## config.mk

```make
export PLATFORM = sky130hd
export DESIGN_NAME = bfr_ram
export DESIGN_NICKNAME = d
export VERILOG_FILES = /design/src/hdl/bfr_ram.sv
export SDC_FILE = /design/constraint.sdc
export NUM_CORES = 2
export LEC_CHECK = 0
export ABC_AREA = 1
export BUFFER_PORTS_ARGS = -buffer_cell sky130_fd_sc_hd__buf_2
export CAP_MARGIN = 5
export CORE_MARGIN = 3
export CORE_UTILIZATION = 40
export CTS_CLUSTER_SIZE = 14
export DETAILED_ROUTE_END_ITERATION = 6
export PLACE_DENSITY = 0.53
export SLEW_MARGIN = 10
export SYNTH_ARGS = -nofsm -noshare
export SYNTH_HDL_FRONTEND = slang
export SYNTH_SLANG_ARGS = --single-unit
export TNS_END_PERCENT = 1
```

## constraint.sdc

```tcl
create_clock -name clock -period 1.7 [get_ports clock]
set_clock_uncertainty 0.1 [all_clocks]
set_input_delay 0.085 -clock clock [delete_from_list [all_inputs] [get_ports clock]]
set_output_delay 0.085 -clock clock [all_outputs]
set_load 0.02 [all_outputs]
```

## src/hdl/bfr_ram.sv

```systemverilog
// generic single write port, single read port ram with registered read
// no dependencies
module bfr_ram #(
   parameter int WIDTH = 8,
   parameter int DEPTH = 256
) (
   input  logic                     clock,
   input  logic                     wr_en,
   input  logic [$clog2(DEPTH)-1:0] wr_addr,
   input  logic [WIDTH-1:0]         wr_data,
   input  logic [$clog2(DEPTH)-1:0] rd_addr,
   output logic [WIDTH-1:0]         rd_data
);

   logic [WIDTH-1:0] mem_ff [DEPTH];
   logic [WIDTH-1:0] rd_data_ff;

   always_ff @(posedge clock) begin
      if (wr_en) begin
         mem_ff[wr_addr] <= wr_data;
      end
      rd_data_ff <= mem_ff[rd_addr];
   end

   assign rd_data = rd_data_ff;

endmodule

```

### Yosys cells after proc, flatten, opt, wreduce, memory -nomap -nowiden

Memory sizes are Yosys's and may differ from the RTL's. A register that Yosys moved wholly into a read port is not among the register bits.
Cells that the tools add are included.

* input bits: 26
* RAM bits: 2048
* memories: 1
* register bits: 0
* output and inout port bits: 8
* logic and storage cells: 3

Memories
* mem_ff: depth 256, bits a word 8, read ports 1, clocked after Yosys merged registers in 1, write ports 1, RTL line 15 `logic [WIDTH-1:0] mem_ff [DEPTH];`

* mux-type cells: 2

Operators with widths (count)
* two-way mux 1 bit: 2

### Longest topological paths before layout

* word-level depth: 2
* gate-level depth with buffers: 15
* mapped depth without buffers: 11

### Worst setup path after synthesis

No wires, ideal clock.

* path type: in2reg
* from: input wr_en
* to: memory mem_ff[162][0], enable pin
* buffers on the path: 2
* cell stages on the path: 4
* required time: 1.230 ns
* arrival: 1.206 ns
* library setup time: 0.370 ns
* slack: 0.024 ns
* cells stage by stage: clkbuf_1 > nand3_1 > clkbuf_1 > nor2_1

* longest elaborated chain between the ends: 2

RTL lines
* start: declaration: RTL line 8 `input logic wr_en,`
* two-way mux 1 bit: RTL line 19 `if (wr_en) begin`
* two-way mux 1 bit (implied by the code): RTL line 20 `mem_ff[wr_addr] <= wr_data;`
* end: declaration: RTL line 15

Every way passes these cells.

==> run summary <==
CTS tree -> yes
Overall Global Routing Usage -> 23.03%
Final WS setup -> 7.683 ps
Ratio of cells with drive above 1 in the final layout -> 18.18%
Filler cells -> 18130
Clk slew on worst S/H paths -> 60 ps
Startpoint Class -> register
Final core utilization -> 49.36%
Crit path kind -> register to register
Seq cells post-synth -> 2056
Setup TNS -> 0 ps
Highest routed layer -> met5
Fmax -> 590.9 MHz
Final antenna-violating net count -> 0
Yosys warns -> 0
Crit-path max FO -> 1
Pwr Density -> 1080 nW/um2
Dpl hpwl -> 158.4 mm
Max Slew Vio Count -> 0
Synthesized instance count -> 7003
Starting density of the core -> 40.48%
H-tree depth -> 4
R2R cell count -> 11
Violated checks -> design-rule violations
Total Wirelength -> 252.6 mm
Fin nets -> 7610
TritonRoute pass-1 iters -> 7
Drt drc -> 2
Clock buffer count from CTS -> 211
Rel. slew slack -> 33.70%
CTS sink count -> 2056
Mapped Avg Cell Area -> 11.91 um2
Die span in y -> 462.6 um
Vias per inst -> 5.377
Layout Cells excl Fill -> 10550
Worst-Skew Late Latency -> 850 ps
Status -> complete, but fails checks
Die area -> 214000 um2
Fin crit share -> 99.55%
Rows -> 166
VDD IR max -> 861.7 uV
Final Critical Period -> 1692 ps
WL/cell -> 23.95 um
Highest-count cells in the layout ignoring fill and taps -> nand2_1, edfxtp_1, nand3_1
Crit path arrival time -> 2310 ps
RSZ-0062 raised after global routing -> true
Placer congestion estimate -> 0.8730
Metal3 WL -> 17.18 mm
Hold slack -> 49.33 ps
Core area -> 206000 um2
Netlist Area Pre-Place -> 83400 um2
Count of final hold-check violations -> 0
Reported max-cap violation count -> 0
Setup crit end kind -> register
DR vias -> 56700
Static Leak -> 36.64 nW
Die X-Extent -> 462.6 um
Setup bufs post-CTS -> 0
Largest net degree at the start of global routing -> 89
Initial antenna violation count -> 8
Grt ovf -> 0
Commonest non-fill, non-tap cell in the layout -> nand2_1
Setup violations, final -> 0
Place WS -> -869.7 ps
Root Buffer -> clkbuf_16
Net Count, Synth -> 7029
I/O pin total -> 34
Hold depth -> 2
PortBufs -> 33
Sequential area share after synthesis -> 73.94%
Unique cell type count in the Yosys netlist -> 14
WL met1 -> 110.1 mm
Critical Path RT -> 2320 ps
Worst slew pin tran -> 993.4 ps
Maximum clock path buffer count -> 3
DRT iter0 DRCs -> 5874
First-pass GRT wire length -> 368.4 mm
Vias in the first global route -> 54610
P&R area growth vs syn -> 21.95%
Placed cell count -> 10120
Hold Crit Class -> primary input to register
Metal2 WL -> 118.0 mm
[path summary, 6_finish.rpt]
kind / startpoint / to / slack [ps]
worst min-delay path: wr_data[6] / mem_ff[103][6]$_DFFE_PP_ / 50
worst max register to register: mem_ff[241][5]$_DFFE_PP_ / rd_data[5]$_DFF_P_ / 8
worst max-delay path: mem_ff[241][5]$_DFFE_PP_ / rd_data[5]$_DFF_P_ / 8
worst min register to register: mem_ff[214][6]$_DFFE_PP_ / rd_data[6]$_DFF_P_ / 870
[stage by stage]
step	cell area [um2]	total power [W]
2_1_floorplan	83400	0.06047
3_3_place_gp	93080	0.06475
3_5_place_dp	93080	0.06477
4_1_cts	100600	0.1104
5_1_grt	101700	0.1133
6_report	101700	0.1099
[final cells by class]
class | instances | area (um2) | area share [%]
diodes | 5 | 12.51 | 0.01230
clock buffers | 275 | 5685 | 5.590
clock inverters | 122 | 1155 | 1.136
inverters | 39 | 180.2 | 0.1772
multi-input cells | 4425 | 20700 | 20.36
flip-flops and latches | 2056 | 61670 | 60.64
well taps | 2772 | 3468 | 3.410
repair buffers | 851 | 8830 | 8.682
[kinds of logic (layout without fill, tap and decap cells)]
family | after synthesis | after routing | synth area share (%)
and+or+nand+nor | 4425 | 4425 | 22.95
DFF | 2056 | 2056 | 73.94
other | 0 | 5 | 0
buffers and inverters | 522 | 1287 | 3.119
[cell usage after synthesis]
cell | number | area [um2]
inv_1 | 36 | 135.1
dfxtp_1 | 8 | 160.2
inv_4 | 1 | 6.260
buf_6 | 16 | 180.2
buf_2 | 268 | 1341
buf_1 | 40 | 150.1
nand2_1 | 2123 | 7969
inv_2 | 2 | 7.510
nor2_1 | 283 | 1062
buf_4 | 46 | 345.3
edfxtp_1 | 2048 | 61500
nand3_1 | 2019 | 10100
clkbuf_1 | 112 | 420.4
buf_8 | 1 | 15.01
[what timing repair did]
action                     4_1_cts  5_1_grt
resized for setup              105      205
setup endpoints to repair       14       17
hold buffers                    19        0
hold endpoints to repair      2215        0
pin swaps                        9       55
[routing by layer]
metal  vias to the layer above  GRT usage (%)
met3                       344          3.630
met2                      1886          36.49
met5                         -              0
li1                      26100              -
met4                         2          6.863
met1                     28380          32.82
[worst max-delay path, stage by stage, from the launching register on]
cell      delay [ps]
edfxtp_1         380
nand2_1          100
nand3_1          120
nand3_2          130
nand3_1          110
nand3_2          100
nand3_4           90
buf_12           150
nand3_2           90
nand2_1           70
nand2_1           60
nand2_1           60
[state kept, by name (all words and copies together), names as in the netlist]
| name | count |
|---|---|
| mem_ff | 2048 |
| rd_data | 8 |
[report_power, final]
group	switching (W)	leakage [nW]	internal [W]	total, W
sequential	0.0000625	18.5	0.0559	0.0559
combinational	0.00559	14.8	0.00266	0.00825
clock	0.0197	3.34	0.0261	0.0457
Power figures use the tool's default switching activity.
