[src/hdl/bfr_pkg.sv]
// package for the byte frequency rank block
// holds request codes, field widths and parameter defaults; no dependencies
package bfr_pkg;

   localparam int SYMBOL_COUNT_DEF = 256;
   localparam int COUNT_BITS_DEF   = 32;

   localparam int BYTE_W  = 8;
   localparam int FREQ_W  = 32;
   localparam int REQ_W   = 2;
   localparam int DIST_W  = 9;

   typedef logic [REQ_W-1:0] req_code_type;

   localparam req_code_type REQ_CLEAR = 2'd0;
   localparam req_code_type REQ_COUNT = 2'd1;
   localparam req_code_type REQ_QUERY = 2'd2;

endpackage

[src/hdl/bfr_cmp.sv]
// ordering compare: does symbol t rank ahead of the symbol under test
// descending count, ties by earlier arrival; uses bfr_pkg
module bfr_cmp #(
   parameter int COUNT_BITS = bfr_pkg::COUNT_BITS_DEF
) (
   input  logic                          t_live,
   input  logic [COUNT_BITS-1:0]         t_count,
   input  logic [bfr_pkg::BYTE_W-1:0]    t_arrival,
   input  logic [COUNT_BITS-1:0]         s_count,
   input  logic [bfr_pkg::BYTE_W-1:0]    s_arrival,
   output logic                          ahead
);
   import bfr_pkg::*;

   logic cnt_gt;
   logic cnt_eq;
   logic arr_lt;

   always_comb begin
      cnt_gt = t_count > s_count;
      cnt_eq = t_count == s_count;
      arr_lt = t_arrival < s_arrival;
      ahead  = t_live && (cnt_gt || (cnt_eq && arr_lt));
   end

endmodule

[config.mk]
export PLATFORM = sky130hd
export DESIGN_NAME = bfr_cmp
export DESIGN_NICKNAME = d
export VERILOG_FILES = /design/src/hdl/bfr_pkg.sv /design/src/hdl/bfr_cmp.sv
export SDC_FILE = /design/constraint.sdc
export NUM_CORES = 1
export LEC_CHECK = 0
export BUFFER_PORTS_ARGS = -buffer_cell sky130_fd_sc_hd__buf_2
export CAP_MARGIN = 10
export CORE_UTILIZATION = 37
export DETAILED_ROUTE_END_ITERATION = 8
export GPL_TIMING_DRIVEN = 0
export PLACE_DENSITY = 0.91
export RECOVER_POWER = 50
export SYNTH_ARGS = -nofsm -noshare
export SYNTH_HDL_FRONTEND = slang
export SYNTH_SLANG_ARGS = --single-unit
[constraint.sdc]
create_clock -name vclk -period 2.2
set_clock_uncertainty 0.1 [all_clocks]
set_input_delay 0.44 -clock vclk [all_inputs]
set_output_delay 0.44 -clock vclk [all_outputs]
set_load 0.01 [all_outputs]
; After elaboration in Yosys (flattened, before gate mapping)
; Index checks and enable logic that the tools add are counted.
[totals]
reg_bits = 0
input_bits = 81
output_inout_bits = 1
elab_cells = 6
[op_classes]
magnitude_cmp = 2
eq_ne = 1
n_reduce_logical = 3
[op_table]
columns = cell, n
row1 = 32-bit equality test, 1
row2 = 32-bit > comparator, 1
row3 = 8-bit < comparator, 1
row4 = 1-bit logical AND, 2
row5 = 1-bit logical OR, 1

; Longest topological paths before layout
[depth]
ltp_word = 4
depth_mapped = 8
depth_no_buf = 8

; Worst setup path before layout
; Ideal clock, no wire load.
[synth_timing]
kind = input port to output port
startpoint = input s_count[2]
endpoint = output ahead
arrival_ps = 1754
path_slack_ps = -94
cell_stages = 8
cell_sequence = inv_1 ha_1 a211o_1 a31oi_1 nor3_1 o21ai_2 a21boi_1 o311a_1
[synth_via]
elab_chain_cells = 4
elab_cells_between_ends = 5
classes_between = 1 x order compare / 1 x eq/ne / 3 x reduce/logical
[synth_lines]
columns = item, line_no
row1 = start: declaration, bfr_cmp.sv:9  ; input logic [COUNT_BITS-1:0] s_count,
row2 = "parallel branches: the longest is 2 deep, another holds 32-bit > comparator", --
row3 = 1-bit logical OR *, bfr_cmp.sv:23  ; ahead = t_live && (cnt_gt || (cnt_eq && arr_lt));
row4 = 1-bit logical AND *, bfr_cmp.sv:23
row5 = end: declaration, bfr_cmp.sv:11  ; output logic ahead
; Mark *: on every way between the ends.

; Worst setup path in the final report
; Ends and elaborated chain as after synthesis.

==> flow_summary.yaml <==
grt:
  grt.total_usage_pct: 17.1
  antenna_found_initial: 0
  grt_pass1_vias: 1122
  grt_max_degree: 4
  overflow: 0
  grt_pass1_wl_mm: 3.93
cells_and_area:
  num-fill-cells: 230
  clkbuf_count: 0
  area_growth_pct: 60.0
  drive_above_1_share_pct: 46.8
  postLayoutCoreUtil_pct: 63.5
  n_antenna_cell: 0
  nNetsFinal: 340
  seq_cells: 0
  regArea_um2: 0
timing:
  slew_viol_final: 0
  post-route-min-period_ps: 2390
  rsz0062_at_grt: "true"
  relSlewSlack_pct: 82.1
  hold_viol_final: 0
  worst_pin_slew_ps: 266
  setup_ws_ps: -188
  whs_ps: 1100
  finalSetupViolations: 1
  max_clock_freq_ghz: 0.419
  setup_tns_ps: -188
  timing.final.crit_share_pct: 109
pwr:
  p_comb_share_pct: 100.0
  seqPwrFrac_pct: 0
  peakVddDrop_uv: 92.8
  p_int_uw: 147
  p_leak_uw: 0.000978
  cellPowerDensity_nw_per_um2: 164
  switching_share_pct: 43.8
  p_clk_share_pct: 0
  p_sw_uw: 114
logic_synthesis:
  postSynthCellCount: 136
  synth_nets: 256
  synthesis.area_um2: 992
  ys_seq_area_share_pct: 0
  synthDistinctLibCells: 22
  avgSynthCellArea_um2: 7.30
  ys_warn_count: 0
floorplan:
  die_y_um: 53.8
  dieWidth_um: 53.8
  start_util_pct: 39.7
  io_pins: 82
  core_area_um2: 2500
  std_cell_rows: 18
  dieArea_um2: 2890
min_path:
  worstHoldStart: "t_live"
  min_path_type: "in2out"
route:
  vias: 1206
  drt_iter0_drc: 2
  drcViolationCount: 0
  routed_wl_mm: 2.37
  wl_per_cell_um: 9.55
  ant_nets: 0
  drt-vias-per-instance: 4.86
  first_pass_iters: 4
place:
  port_buffers: 82
  globalplace.congestion: 0.685
  hpwl_mm: 2.18
worst_setup_path:
  cp.arrival_ps: 1850
  cp-end-kind: "output pin"
  crit_path_start_kind: "input pin"
  cp_slowest_stage_delay_ps: 280
  cp_cell_sequence: "buf_6 > inv_4 > ha_4 > a211o_1 > a31oi_1 > nor3_1 > o21ai_2 > a21boi_1 > o311a_1 > buf_2"
  crit_start: "s_count[2]"
  worstPathRequired_ps: 1660
  worstPathMaxFanout: 3
  path_class: "in2out"
  cpMaxStageDelayCell: "o311a_1"
cts:
  cts_hold_buf: 0
  cts_setup_buffers: 0
status:
  status: "complete, but fails checks"
  violations: "setup timing"
run:
  maxCapViolations: 0
placed cells by master (no fill, tap or decap), types with 5 or more instances in the layout:
| cell | instances |
|---|---|
| buf_6 | 5 |
| ha_4 | 7 |
| buf_2 | 77 |
| nor2_1 | 6 |
| a21oi_1 | 7 |
| inv_1 | 36 |
| a21o_1 | 7 |
| nand4_1 | 10 |
| ha_1 | 32 |
power groups by stage:
stage	Sequential (µW)	Clock, µW	Combinational, µW
after floorplan	0	0	133
after global placement	0	0	225
after detailed placement	0	0	232
after CTS	0	0	249
after global routing	0	0	305
final	0	0	261
worst max-delay path: cells and delay by family:
| family | cells | cell delay (ps) |
|---|---|---|
| fa+ha+maj | 1 | 200 |
| buf+inv | 3 | 280 |
| simple gates | 1 | 80 |
| compound gates | 5 | 850 |
layer usage:
metal  up-vias  share of wire [%]  track usage (%)
li1        642                  -                -
met1       516                 38             17.7
met4         0                  0                0
met5         -                  0                0
met2        48                 54             37.4
met3         0                7.5             1.69
logic make-up after synthesis:
kind of cell	share of synthesized area (%)
AND/OR/NAND/NOR	14.6
AO/OA/AOI/OAI	21.4
adder cells (fa/ha/maj)	49.2
buffers and inverters	14.8
cell type report:
| cell class | instances | area, µm² | share of cell area (%) |
|---|---|---|---|
| well taps | 30 | 37.5 | 2.36 |
| multi-input cells | 97 | 960 | 60.4 |
| inverters | 39 | 149 | 9.38 |
| repair buffers | 82 | 442 | 27.8 |
path summary, 6_finish.rpt:
check  endpoint  slack (ps)  cells after the start
min       ahead        1100                      3
max       ahead        -190                     10
cell usage after synthesis, drive strengths merged:
cell type	instances	share of area, %
inv	39	15
ha	39	49
nor4	1	0.63
nand2	4	1.5
a21boi	1	0.76
a2111oi	1	1.5
o311a	1	1.0
a211o	1	0.88
o21ai	3	2.3
a21o	7	5.3
a31oi	1	0.63
nand3	3	1.5
nand4	10	6.3
or2b	1	0.76
a211oi	3	2.8
nor2	6	2.3
o31ai	1	0.76
nand2b	1	0.63
nor3	2	1.0
a21oi	11	5.5
metrics by stage:
stage | power (µW) | area, µm² | worst slack, ps | instances
floorplan | 133 | 1000 | 1.36 | 136
global placement | 225 | 1450 | -272 | 248
detailed placement | 232 | 1450 | -267 | 248
CTS | 249 | 1520 | -260 | 248
global route | 305 | 1590 | -289 | 248
finish | 261 | 1590 | -188 | 248
repair_timing:
action,in CTS,in global routing
endpoints found under the setup margin,1,1
resized for setup,13,8
pin swaps,13,9
No activity file was read; power rests on OpenSTA's default activity.
